**src/hdl/udr_pkg.sv**
```systemverilog
// widths, stage payload types and the restoring step for the divider
// no dependencies; imported by every module of the divider
package udr_pkg;

	localparam int DATA_WIDTH = 32;
	localparam int FIELD_W    = 32;
	localparam int S_TDATA_W  = 2 * FIELD_W;
	localparam int M_TDATA_W  = 2 * FIELD_W;

	// partial state of one division in flight
	typedef struct packed {
		logic [DATA_WIDTH-1:0] q;
		logic [DATA_WIDTH-1:0] r;
		logic [DATA_WIDTH-1:0] d;
		logic                  dz;
	} udr_stage_t;

	typedef struct packed {
		logic [FIELD_W-1:0] remainder;
		logic [FIELD_W-1:0] quotient;
	} udr_result_t;

	// one restoring step: shift in the next dividend bit, subtract if it fits
	function automatic udr_stage_t udr_step(input udr_stage_t x);
		logic [DATA_WIDTH:0]   trial;
		logic [DATA_WIDTH+1:0] diff;
		logic                  take;
		udr_stage_t            y;
		trial = {x.r, x.q[DATA_WIDTH-1]};
		diff  = {1'b0, trial} - {2'b00, x.d};
		take  = ~diff[DATA_WIDTH+1];
		y.q   = {x.q[DATA_WIDTH-2:0], take};
		y.r   = take ? diff[DATA_WIDTH-1:0] : trial[DATA_WIDTH-1:0];
		y.d   = x.d;
		y.dz  = x.dz;
		return y;
	endfunction

endpackage

```
**src/hdl/udr_skid.sv**
```systemverilog
// output register with a skid entry, parts pipeline advance from the downstream ready
// depends on udr_pkg for the result type
module udr_skid import udr_pkg::*; (
	input  logic        clk,
	input  logic        arst_n,
	input  logic        in_valid,
	output logic        in_ready,
	input  udr_result_t in_data,
	output logic        out_valid,
	input  logic        out_ready,
	output udr_result_t out_data
);

	logic        out_valid_q;
	logic        skid_valid_q;
	udr_result_t out_data_q;
	udr_result_t skid_data_q;
	logic        load_out;

	assign in_ready = ~skid_valid_q;
	assign load_out = ~out_valid_q | out_ready;

	always_ff @(posedge clk or negedge arst_n) begin
		if (!arst_n) begin
			out_valid_q  <= 1'b0;
			skid_valid_q <= 1'b0;
		end else if (load_out) begin
			out_valid_q  <= skid_valid_q | in_valid;
			skid_valid_q <= 1'b0;
		end else if (in_valid && !skid_valid_q) begin
			skid_valid_q <= 1'b1;
		end
	end

	always_ff @(posedge clk) begin
		if (load_out) begin
			out_data_q <= skid_valid_q ? skid_data_q : in_data;
		end else if (in_valid && !skid_valid_q) begin
			skid_data_q <= in_data;
		end
	end

	assign out_valid = out_valid_q;
	assign out_data  = out_data_q;

endmodule

```
**config.mk**
```make
export PLATFORM = sky130hd
export DESIGN_NAME = udr_skid
export DESIGN_NICKNAME = d
export VERILOG_FILES = /design/src/hdl/udr_pkg.sv /design/src/hdl/udr_skid.sv
export SDC_FILE = /design/constraint.sdc
export NUM_CORES = 1
export LEC_CHECK = 0
export BUFFER_PORTS_ARGS = -buffer_cell sky130_fd_sc_hd__buf_2
export CAP_MARGIN = 20
export CORE_MARGIN = 2
export CORE_UTILIZATION = 46
export DETAILED_ROUTE_END_ITERATION = 10
export MAX_ROUTING_LAYER = met4
export PLACE_DENSITY = 0.75
export REMOVE_ABC_BUFFERS = 1
export SLEW_MARGIN = 20
export SYNTH_ARGS = -nofsm -noshare
export SYNTH_HDL_FRONTEND = slang
export SYNTH_SLANG_ARGS = --single-unit
```
**constraint.sdc**
```tcl
create_clock -name clk -period 7.7 [get_ports clk]
set_input_delay 0.385 -clock clk [delete_from_list [all_inputs] [get_ports clk]]
set_output_delay 0.385 -clock clk [all_outputs]
set_load 0.01 [all_outputs]
```
==> results of run 1 <==
[stage by stage]
step	utilization	hold WS [ns]	cell area [µm²]
after global placement	0.5484	0.1777	5585
after global routing	0.6090	0.02344	6202
after CTS	0.6090	0.02774	6202
final	0.6090	0.05653	6202
after detailed placement	0.5484	0.1801	5585
after floorplan	-	0.08941	4718
[placed cells by master (no fill, tap or decap), drive strengths merged]
master,synthesis,routed
inv,1,1
nand2,1,1
nor2,2,2
dfrtp,2,2
nor3b,1,1
buf,7,135
clkbuf,0,18
bufinv,0,4
edfxtp,128,128
nand2b,1,1
clkinv,0,6
clkinvlp,0,4
mux2,64,64
dlygate4sd3,0,1
[flip-flops by register name (all words and copies together), names as in the netlist]
name,cells
out_valid,1
skid_data_q,64
out_data,64
skid_valid_q,1
[metal layers]
metal | share of wire | track usage | vias up
met5 | 0 | - | -
met4 | 0.019 | 0.07613 | 0
met3 | 0.062 | 0.05518 | 14
met2 | 0.47 | 0.2198 | 91
met1 | 0.45 | 0.2008 | 1148
li1 | - | - | 1123
[worst max-delay path by stage]
stage / cells past startpoint / slack, ns / startpoint / endpoint
final: 2 / 5.47 / skid_valid_q / in_ready
after global routing: 2 / 5.30 / skid_valid_q / in_ready
after CTS: 2 / 5.42 / skid_valid_q / in_ready
after detailed placement: 4 / 5.38 / out_ready / skid_data_q[23]
after global placement: 4 / 5.40 / out_ready / skid_data_q[23]
after floorplan: 2 / 0.35 / out_ready / skid_data_q[0]
[cell families after synthesis]
family,synth area share
mux,0.1665
flops,0.8149
buf+inv,0.01335
simple gates,0.005238
[layout make-up]
class                      instances  area [µm²]  area share
multi-input combinational         69       833.3      0.1344
tap                              136       170.2     0.02744
inverter                           1       3.754   0.0006052
clock inverter                    14       188.9     0.03046
sequential                       130        3897      0.6284
clock buffer                      18       417.9     0.06738
timing repair buffer             136       690.7      0.1114
[power by group through the flow]
stage	sequential (mW)	clock, mW	combinational [mW]
2_1_floorplan	0.894	0	0.0544
3_3_place_gp	0.876	0	0.131
3_5_place_dp	0.878	0	0.134
4_1_cts	0.864	0.828	0.135
5_1_grt	0.868	0.859	0.144
6_report	0.863	0.809	0.133
==> impl_results.md, run 1 <==
- Syn avg cell area: 23.08 µm²
- Warning count from the yosys run: 0
- Maximum ir drop on the vdd rail: 135.7 µV
- RR Startpoint: out_valid
- Run status: finished, final reports clean
- Leading cell types by count after synthesis: edfxtp_1 (128), mux2_2 (37), mux2_4 (20), mux2_1 (7), buf_6 (4)
- First drt pass iteration count: 4
- Placeable core region: slightly above 0.01 mm²
- Slew Limit Fails: 0
- CP Data Required Time: between 7 and 8 ns
- Final Critical Period: 2.230 ns
- Endpoint, Worst Hold: skid_data_q[0]
- Post-placement setup slack: around 5.4 ns
- RSZ-0062 raised after global routing: false
- Cell type contributing the most total cell area after synthesis: edfxtp_1
- Setup-violating endpoint count in the final report: 0
- Worst-case reg-to-reg path depth: 3
- Cell count after placement: 471
- Buffer and inverter count on the worst path: 2
- Sink Count: 130
- Proportion of synthesized flip-flops having asynchronous set or reset: 0.01538
- Number of buffers created by CTS: 17
- Setup slack of the worst register-to-register path: approximately 5.6 ns
- DPL Wire Length: 5120 µm
- Arrival time at the worst endpoint: approximately 1.8 ns
- Worst Setup Start Kind: register
- Clock root buffer master: clkbuf_8
- Via count of the first global-routing pass: between 2000 and 2500
- Number of vias per cell after detailed routing: between 4 and 5
- Max-cap violation count: 0
- PortBufs: around 130
- Number of violations reported at the end of detailed-routing iteration 0: ~120
- Post-route setup slack: approximately 5.5 ns
- Effective utilization at floorplan: 0.4692
- Overall track demand over capacity in global routing: 0.1553
- Endpoints failing hold: 0
- Placer Congestion: approximately 0.73
- Achievable clock frequency: 448.5 MHz
- Routed Antenna Nets: 0
- Crit-path max FO: 67
- Terminus of the critical flop-to-flop path: skid_data_q[60]
- Total Routed Length: around 8000 µm
- Sequential area share after synthesis: 0.8149
- Clock network fraction of design power: 0.448
- Non-filler instance count after layout: about 500
- Antenna violations before repair: 0
- Switch Pwr: 373.7 µW
- Cell row count: 37
- Number of standard cells after synthesis: ~210
- Area growth from synthesis to layout: 29.80%
- Nets: around 420
- Type of the tightest min-delay check: input port to register
- Share of the cycle needed by the critical path after routing: 0.2896
- DR WL/cell: between 15 and 20 µm
- Count of hold-fix buffers inserted at cts: 1
- Number of primary I/O pins: 134
- Switching share of total power: 0.2070
- Worst slew margin relative to its limit: 0.3314
- Most used DFF post-synth: edfxtp_1
- Most repeated cell in the gate-level netlist after synthesis: edfxtp_1
- DRC errors left: 0
- Setup TNS: 0 ns
- TritonCTS clock tree: built
- Global-route wire length before repair: about 12000 µm
- Clock-pin slew on the worst setup and hold paths: around 0.06 ns
- Total power density per cell area: just under 300 mW/mm²
- Skew final: 0.007108 ns
- Cell family with the largest share of critical-path delay: flip-flops
- Number of buffers inserted to repair setup after CTS: 0
- DIE WIDTH: 105.9 µm
- Clock Path Buffers: 2
- Count of vias placed by the detailed router: between 2000 and 2500
- Clk_lat worst skew: 0.51 ns
- Ratio of cells with drive above 1 in the final layout: 0.6087
- Fraction of synthesized cell area taken by the top area cell type: 0.8044
- Number of diodes: 0
- Cell count of the worst hold path: 1
- Leakage dissipation: between 2 and 2.5 nW
- Startpoint of the lowest-slack hold path: in_data[0]
- Deepest level of the CTS H-tree: 4
- Die outline height: 105.9 µm
- Number of synthesized flops with an enable pin: between 100 and 150
- PostCTS Resize Cnt: 0
- Worst slew pin tran: approximately 1 ns
- Number of flip-flops and latches in the synthesized netlist: 130
- List of cells traversed by the critical path: inv_1 -> buf_2
- Sort of element at the end of the critical path: output port
- Die area: between 0.01 and 0.015 mm²
- CP max stage delay: ~1.1 ns
- Largest cells by area after synthesis: edfxtp_1 (80%), mux2_2 (8.7%), mux2_4 (6.3%)
- Number of filler cells placed in the layout: roughly 770
- Sequential fraction of design power: 0.478
- Maximum number of pins on one net before global-route repair: 68
- Number of library cell types mapped by synthesis: 12
- Cell Int Power: between 1 and 1.5 mW
- Total congestion overflow: 0
- Slowest cell on the critical path: dfrtp_4
- Cell area after synthesis: about 0.0048 mm²
- Combinational Power Share: 0.073
- CP Class: register to output port
- Power consumption: roughly 1.8 mW
No activity file was read; power rests on OpenSTA's default activity.
==> run 2, diff against run 1 <==
--- a/config.mk
+++ b/config.mk
@@ -8,10 +8,10 @@
 export BUFFER_PORTS_ARGS = -buffer_cell sky130_fd_sc_hd__buf_2
 export CAP_MARGIN = 20
 export CORE_MARGIN = 2
-export CORE_UTILIZATION = 46
+export CORE_UTILIZATION = 50
 export DETAILED_ROUTE_END_ITERATION = 10
 export MAX_ROUTING_LAYER = met4
-export PLACE_DENSITY = 0.75
+export PLACE_DENSITY = 0.77
 export REMOVE_ABC_BUFFERS = 1
 export SLEW_MARGIN = 20
 export SYNTH_ARGS = -nofsm -noshare
==> constraint.sdc (replaced) <==
create_clock -name clk -period 2.1 [get_ports clk]
set_input_delay 0.105 -clock clk [delete_from_list [all_inputs] [get_ports clk]]
set_output_delay 0.105 -clock clk [all_outputs]
set_load 0.01 [all_outputs]
==> run 2 against run 1 <==
Against the previous run: clock skew up 0.0035 ns; worst hold slack better by 0.15 ns; critical endpoint unchanged; sequential power rose to 3.6 times the previous value; first-iteration DRC count down 13%; global-route usage up 3.6 points; critical path depth up 1; worst setup slack worse by 5.2 ns; clock-buffer cell count unchanged; die area down 7.7%.
==> impl_results.md, run 2 (same netlist as run 1, synthesis figures left out) <==
- Nets: 490 (+16%)
- Sort of element at the end of the critical path: output port
- Setup slack of the worst register-to-register path: 0.46 ns (-5.13 ns)
- CP Class: register to output port
- Endpoints failing hold: 0 (unchanged)
- CP Data Required Time: 2.00 ns (-5.32 ns)
- Global-route wire length before repair: 13840 µm (+12%)
- Cell count of the worst hold path: 4 (+3)
- DR WL/cell: 16.30 µm (+2.1%)
- Cell family with the largest share of critical-path delay: flip-flops
- Routed Antenna Nets: 0 (unchanged)
- Maximum ir drop on the vdd rail: 653.4 µV (+380%)
- Post-placement setup slack: 0.4606 ns (-4.918 ns)
- Area growth from synthesis to layout: 43.86%
- Worst Setup Start Kind: register
- Start point of the critical path: skid_valid_q
- Overall track demand over capacity in global routing: 0.1911 (+0.03585)
- List of cells traversed by the critical path: buf_12 -> inv_1 -> buf_2
- Layout Utilization: 0.7439 (+0.1350)
- Number of vias per cell after detailed routing: 4.745 (+0.64%)
- Most common library cell in the layout ignoring fill and taps: buf_2
- Share of the cycle needed by the critical path after routing: 0.8654
- Total power density per cell area: 964.8 mW/mm² (+230%)
- Skew final: 0.01063 ns (+0.003524 ns)
- RR Startpoint: skid_valid_q
- Maximum number of pins on one net before global-route repair: 67 (-1.5%)
- Total area of multi-input combinational cells: 833.3 µm² (unchanged)
- Most used cells in the layout excluding fill and tap cells: buf_2 (133), edfxtp_1 (128), dlygate4sd3_1 (67)
- Clock root buffer master: clkbuf_8
- Count of cell instances traversed by the critical path: 3 (+1)
- Worst-case reg-to-reg path depth: 2 (-1)
- Slowest cell on the critical path: dfrtp_4
- Post-route setup slack: 0.2826 ns (-5.188 ns)
- Sink Count: 130 (unchanged)
- Total Routed Length: 9195 µm (+14%)
- Ratio of cells with drive above 1 in the final layout: 0.5172 (-0.09145)
- Die area: 0.01036 mm² (-7.7%)
- DRC errors left: 0 (unchanged)
- Buffer and inverter count on the worst path: 3 (+1)
- Worst hold margin: 0.2097 ns (+0.1532 ns)
- Number of violations reported at the end of detailed-routing iteration 0: 106 (-13%)
- DPL Wire Length: 4971 µm (-2.9%)
- Number of filler cells placed in the layout: 546 (-29%)
- Cell row count: 35 (-5.4%)
- TritonCTS clock tree: built
- Clock Path Buffers: 2 (unchanged)
- Placeable core region: 0.009240 mm² (-9.3%)
- PostCTS Resize Cnt: 0 (unchanged)
- Terminus of the critical flop-to-flop path: out_data[27]
- Leakage dissipation: 2.686 nW (+12%)
- Number of primary I/O pins: 134 (unchanged)
- Clk_lat worst skew: 0.50 ns (about the same)
- Count of vias placed by the detailed router: 2676 (+13%)
- Number of buffers created by CTS: 17 (unchanged)
- Max-cap violation count: 0 (unchanged)
- Area of all sequential standard cells: 0.003897 mm² (unchanged)
- First drt pass iteration count: 4 (unchanged)
- Worst slew margin relative to its limit: 0.7466 (+0.4152)
- Worst slew pin tran: 0.3801 ns (-0.6228 ns)
- Placer Congestion: 0.7497 (+2.9%)
- PortBufs: 133 (unchanged)
- RSZ-0062 raised after global routing: false
- Deepest level of the CTS H-tree: 4 (unchanged)
- Antenna violations before repair: 0 (unchanged)
- Via count of the first global-routing pass: 2790 (+15%)
- Critical path endpoint: in_ready
- Effective utilization at floorplan: 0.5171 (+0.04796)
- Run status: finished, final reports clean
- Number of diodes: 0 (unchanged)
- Total congestion overflow: 0 (unchanged)
- Slew Limit Fails: 0 (unchanged)
- DIE WIDTH: 101.8 µm (-3.9%)
- Final Critical Period: around 1.8 ns
- Crit-path max FO: 42 (-37%)
- Type of the tightest min-delay check: input port to register
- Setup-violating endpoint count in the final report: 0 (unchanged)
- Clock-pin slew on the worst setup and hold paths: 0.06 ns (about the same)
- Achievable clock frequency: approximately 550 MHz
- CP max stage delay: 0.65 ns (-0.43 ns)
- Arrival time at the worst endpoint: 1.71 ns (-0.13 ns)
- Die outline height: 101.8 µm (-3.9%)
run 2: final cells by class:
type	instances	area share
tap	129	0.02348
clock inverter	14	0.02384
inverter	1	0.0005461
multi-input combinational	69	0.1212
sequential	130	0.5670
timing repair buffer	203	0.2031
clock buffer	18	0.06079
run 2: worst min-delay path by stage:
stage / slack, ns / startpoint / end
4_1_cts: 0.21 / out_ready / out_valid
2_1_floorplan: -0.19 / arst_n / out_valid
5_1_grt: 0.22 / out_ready / out_valid
6_report: 0.21 / out_ready / out_valid
3_5_place_dp: -0.1 / arst_n / out_valid
3_3_place_gp: -0.1 / arst_n / out_valid
run 2: repair_timing:
action	in CTS	in global routing
hold buffers	67	0
setup buffers	0	0
hold endpoints to repair	132	0
run 2: per-layer routing:
| layer | vias up | GRT usage | wire length, µm |
|---|---|---|---|
| met5 | - | - | 0 |
| met2 | 103 | 0.3041 | 4854 |
| met4 | 0 | 0.08316 | 50 |
| met1 | 1301 | 0.2302 | 3830 |
| li1 | 1266 | - | - |
| met3 | 6 | 0.05176 | 460 |
run 2: worst register-to-register path, cell delays in order (launching register included):
cell and delay (ns):
dfrtp_4 0.65, buf_12 0.33, mux2_2 0.41
run 2: report_power, final:
| group | internal, mW | switching, mW | total, mW |
|---|---|---|---|
| registers | 3.07 | 0.0607 | 3.14 |
| clock network | 1.80 | 1.06 | 2.86 |
| logic | 0.344 | 0.289 | 0.632 |
run 2: stage by stage:
stage               cell area (µm²)  TNS (ns)  power (mW)  std cells
floorplan                      4718   -377.67       3.478        200
global placement               5622         0       3.704        465
detailed placement             5622         0       3.719        465
CTS                            6874         0       6.687        564
global route                   6874         0       6.879        564
finish                         6874         0       6.632        564
==> run 3, diff against run 2 <==
--- a/config.mk
+++ b/config.mk
@@ -9,6 +9,7 @@
 export CAP_MARGIN = 20
 export CORE_MARGIN = 2
 export CORE_UTILIZATION = 50
+export CTS_BUF_LIST = sky130_fd_sc_hd__clkbuf_2
 export DETAILED_ROUTE_END_ITERATION = 10
 export MAX_ROUTING_LAYER = met4
 export PLACE_DENSITY = 0.77
==> run 3 against run 2 <==
Against the previous run: combinational power is 1% higher; largest power group unchanged; sequential share of layout area is 2.7 points higher; worst hold slack worse by 0.14 ns; critical path type unchanged; utilization is 3.4 points lower; sequential power hardly changed; critical path depth stayed put; die area stayed put.
==> impl_results.md, run 3 (same netlist as run 1, synthesis figures left out) <==
- Worst slew margin relative to its limit: 0.7406 (-0.005965)
- Worst-case reg-to-reg path depth: 2 (unchanged)
- Total congestion overflow: 0 (unchanged)
- Overall track demand over capacity in global routing: 0.1848 (-0.006305)
- Number of diodes: 0 (unchanged)
- Die outline height: 101.8 µm (unchanged)
- Total Routed Length: 9039 µm (-1.7%)
- Count of vias placed by the detailed router: 2655 (-0.78%)
- Global-route wire length before repair: 13480 µm (-2.6%)
- Clock Path Buffers: 2 (unchanged)
- Number of vias per cell after detailed routing: 4.699 (-0.96%)
- Combinational Power Share: 0.120 (+0.025)
- Via count of the first global-routing pass: 2775 (-0.54%)
- Placeable core region: 0.009240 mm² (unchanged)
- DR WL/cell: 16.00 µm (-1.9%)
- Total area of multi-input combinational cells: 833.3 µm² (unchanged)
- Clock-pin slew on the worst setup and hold paths: 0.18 ns (+0.12 ns)
- Total power density per cell area: 813.1 mW/mm² (-16%)
- Clock network fraction of design power: 0.294 (-0.138)
- Post-route setup slack: 0.2352 ns (-0.04741 ns)
- Cell Int Power: 4.074 mW (-22%)
- Layout Utilization: 0.7097 (-0.03426)
- Setup TNS: 0 ns (unchanged)
- Run status: finished, final reports clean
- Area of all sequential standard cells: 0.003897 mm² (unchanged)
- Achievable clock frequency: 536.3 MHz (-2.5%)
- PostCTS Resize Cnt: 0 (unchanged)
- Cell count after placement: 465 (unchanged)
- Endpoints failing hold: 0 (unchanged)
- Antenna violations before repair: 0 (unchanged)
- Ratio of cells with drive above 1 in the final layout: 0.5206 (+0.003401)
- Nets: 491 (+0.20%)
- Final Critical Period: 1.865 ns (+0.04741 ns)
- Most used cells in the layout excluding fill and tap cells: buf_2 (133), edfxtp_1 (128), dlygate4sd3_1 (67)
- Sink Count: 130 (unchanged)
- Number of buffers created by CTS: 17 (unchanged)
- Clk_lat worst skew: 0.64 ns (+0.14 ns)
- Sort of element at the end of the critical path: output port
- TritonCTS clock tree: built
- Cell row count: 35 (unchanged)
- PortBufs: 133 (unchanged)
- Leakage dissipation: 2.561 nW (-4.6%)
- RR Startpoint: skid_valid_q
- Routed Antenna Nets: 0 (unchanged)
- Sequential fraction of design power: 0.586 (+0.113)
- Setup-violating endpoint count in the final report: 0 (unchanged)
- Critical path endpoint: in_ready
- Placer Congestion: 0.7497 (unchanged)
- RSZ-0062 raised after global routing: false
- Area growth from synthesis to layout: 37.23%
- Arrival time at the worst endpoint: 1.76 ns (+0.05 ns)
- Startpoint of the lowest-slack hold path: out_ready
- Number of violations reported at the end of detailed-routing iteration 0: 94 (-11%)
- Number of primary I/O pins: 134 (unchanged)
- CP Data Required Time: 2.00 ns (about the same)
- Switching share of total power: 0.2358 (+0.02256)
- Count of cell instances traversed by the critical path: 3 (unchanged)
- Skew final: 0.02757 ns (+0.01694 ns)
- Slowest cell on the critical path: dfrtp_4
- Maximum ir drop on the vdd rail: 465.8 µV (-29%)
- Setup slack of the worst register-to-register path: 0.51 ns (+0.05 ns)
- CP Class: register to output port
- Worst Setup Start Kind: register
- DIE WIDTH: 101.8 µm (unchanged)
- Effective utilization at floorplan: 0.5171 (unchanged)
- Maximum number of pins on one net before global-route repair: 67 (unchanged)
- Start point of the critical path: skid_valid_q
- Worst slew pin tran: 0.3890 ns (+0.008946 ns)
- First drt pass iteration count: 4 (unchanged)
- CP max stage delay: 0.61 ns (-0.04 ns)
- Clock root buffer master: clkbuf_2
- Terminus of the critical flop-to-flop path: skid_data_q[43]
- Type of the tightest min-delay check: input port to register
- Non-filler instance count after layout: 565 (+0.18%)
- Slew Limit Fails: 0 (unchanged)
- Power consumption: 5.332 mW (-20%)
- Die area: 0.01036 mm² (unchanged)
- Crit-path max FO: 42 (unchanged)
- Number of filler cells placed in the layout: 584 (+7.0%)
- Buffer and inverter count on the worst path: 3 (unchanged)
- Most common library cell in the layout ignoring fill and taps: buf_2
- DRC errors left: 0 (unchanged)
- Share of the cycle needed by the critical path after routing: 0.8880 (+0.02258)
- Cell family with the largest share of critical-path delay: flip-flops
- Deepest level of the CTS H-tree: 4 (unchanged)
- Post-placement setup slack: 0.4606 ns (unchanged)
- Max-cap violation count: 0 (unchanged)
- List of cells traversed by the critical path: buf_12 -> inv_1 -> buf_2
- DPL Wire Length: 4971 µm (unchanged)
- Switch Pwr: 1.257 mW (-11%)
[run 3: how the worst min path moves through the flow]
stage	to	slack [ns]	cells after the start
global route	out_valid	0.005	4
floorplan	out_valid	-0.19	0
detailed placement	out_valid	-0.1	1
CTS	out_valid	0.02	4
finish	out_valid	0.07	4
global placement	out_valid	-0.1	1
[run 3: power by group through the flow]
| stage | logic (mW) | clock network, mW | registers (mW) |
|---|---|---|---|
| 6_report | 0.639 | 1.57 | 3.12 |
| 4_1_cts | 0.629 | 1.63 | 3.13 |
| 5_1_grt | 0.692 | 1.73 | 3.14 |
| 3_3_place_gp | 0.521 | 0 | 3.18 |
| 3_5_place_dp | 0.532 | 0 | 3.19 |
| 2_1_floorplan | 0.199 | 0 | 3.28 |
[run 3: final cells by class]
class,instances,area share
sequential,130,0.5944
clock inverter,14,0.02500
clock buffer,18,0.01374
inverter,1,0.0005724
timing repair buffer,204,0.2147
multi-input combinational,69,0.1271
tap,129,0.02461
[run 3: per-layer routing]
metal | GRT usage | up-vias | part of all wire
met3 | 0.05107 | 9 | 0.053
met1 | 0.2240 | 1284 | 0.42
met2 | 0.2945 | 102 | 0.52
met4 | 0.07484 | 0 | 0.011
met5 | - | - | 0
li1 | - | 1260 | -
[run 3: through the flow]
stage	hold WS, ns	area, µm²
after floorplan	-0.1906	4718
after global placement	-0.09792	5622
after global routing	0.005195	6558
after detailed placement	-0.09727	5622
after CTS	0.01638	6546
final	0.06915	6558
[run 3: tightest hold or removal path: cells and delay by family]
| family | cells | cell delay, ns |
|---|---|---|
| buf+inv | 2 | 0.31 |
| simple gates | 2 | 0.24 |
[run 3: timing repair]
item | in CTS | in global routing
hold buffers | 67 | 0
hold endpoints to repair | 132 | 0
setup endpoints to repair | 0 | 1
setup buffers | 0 | 1
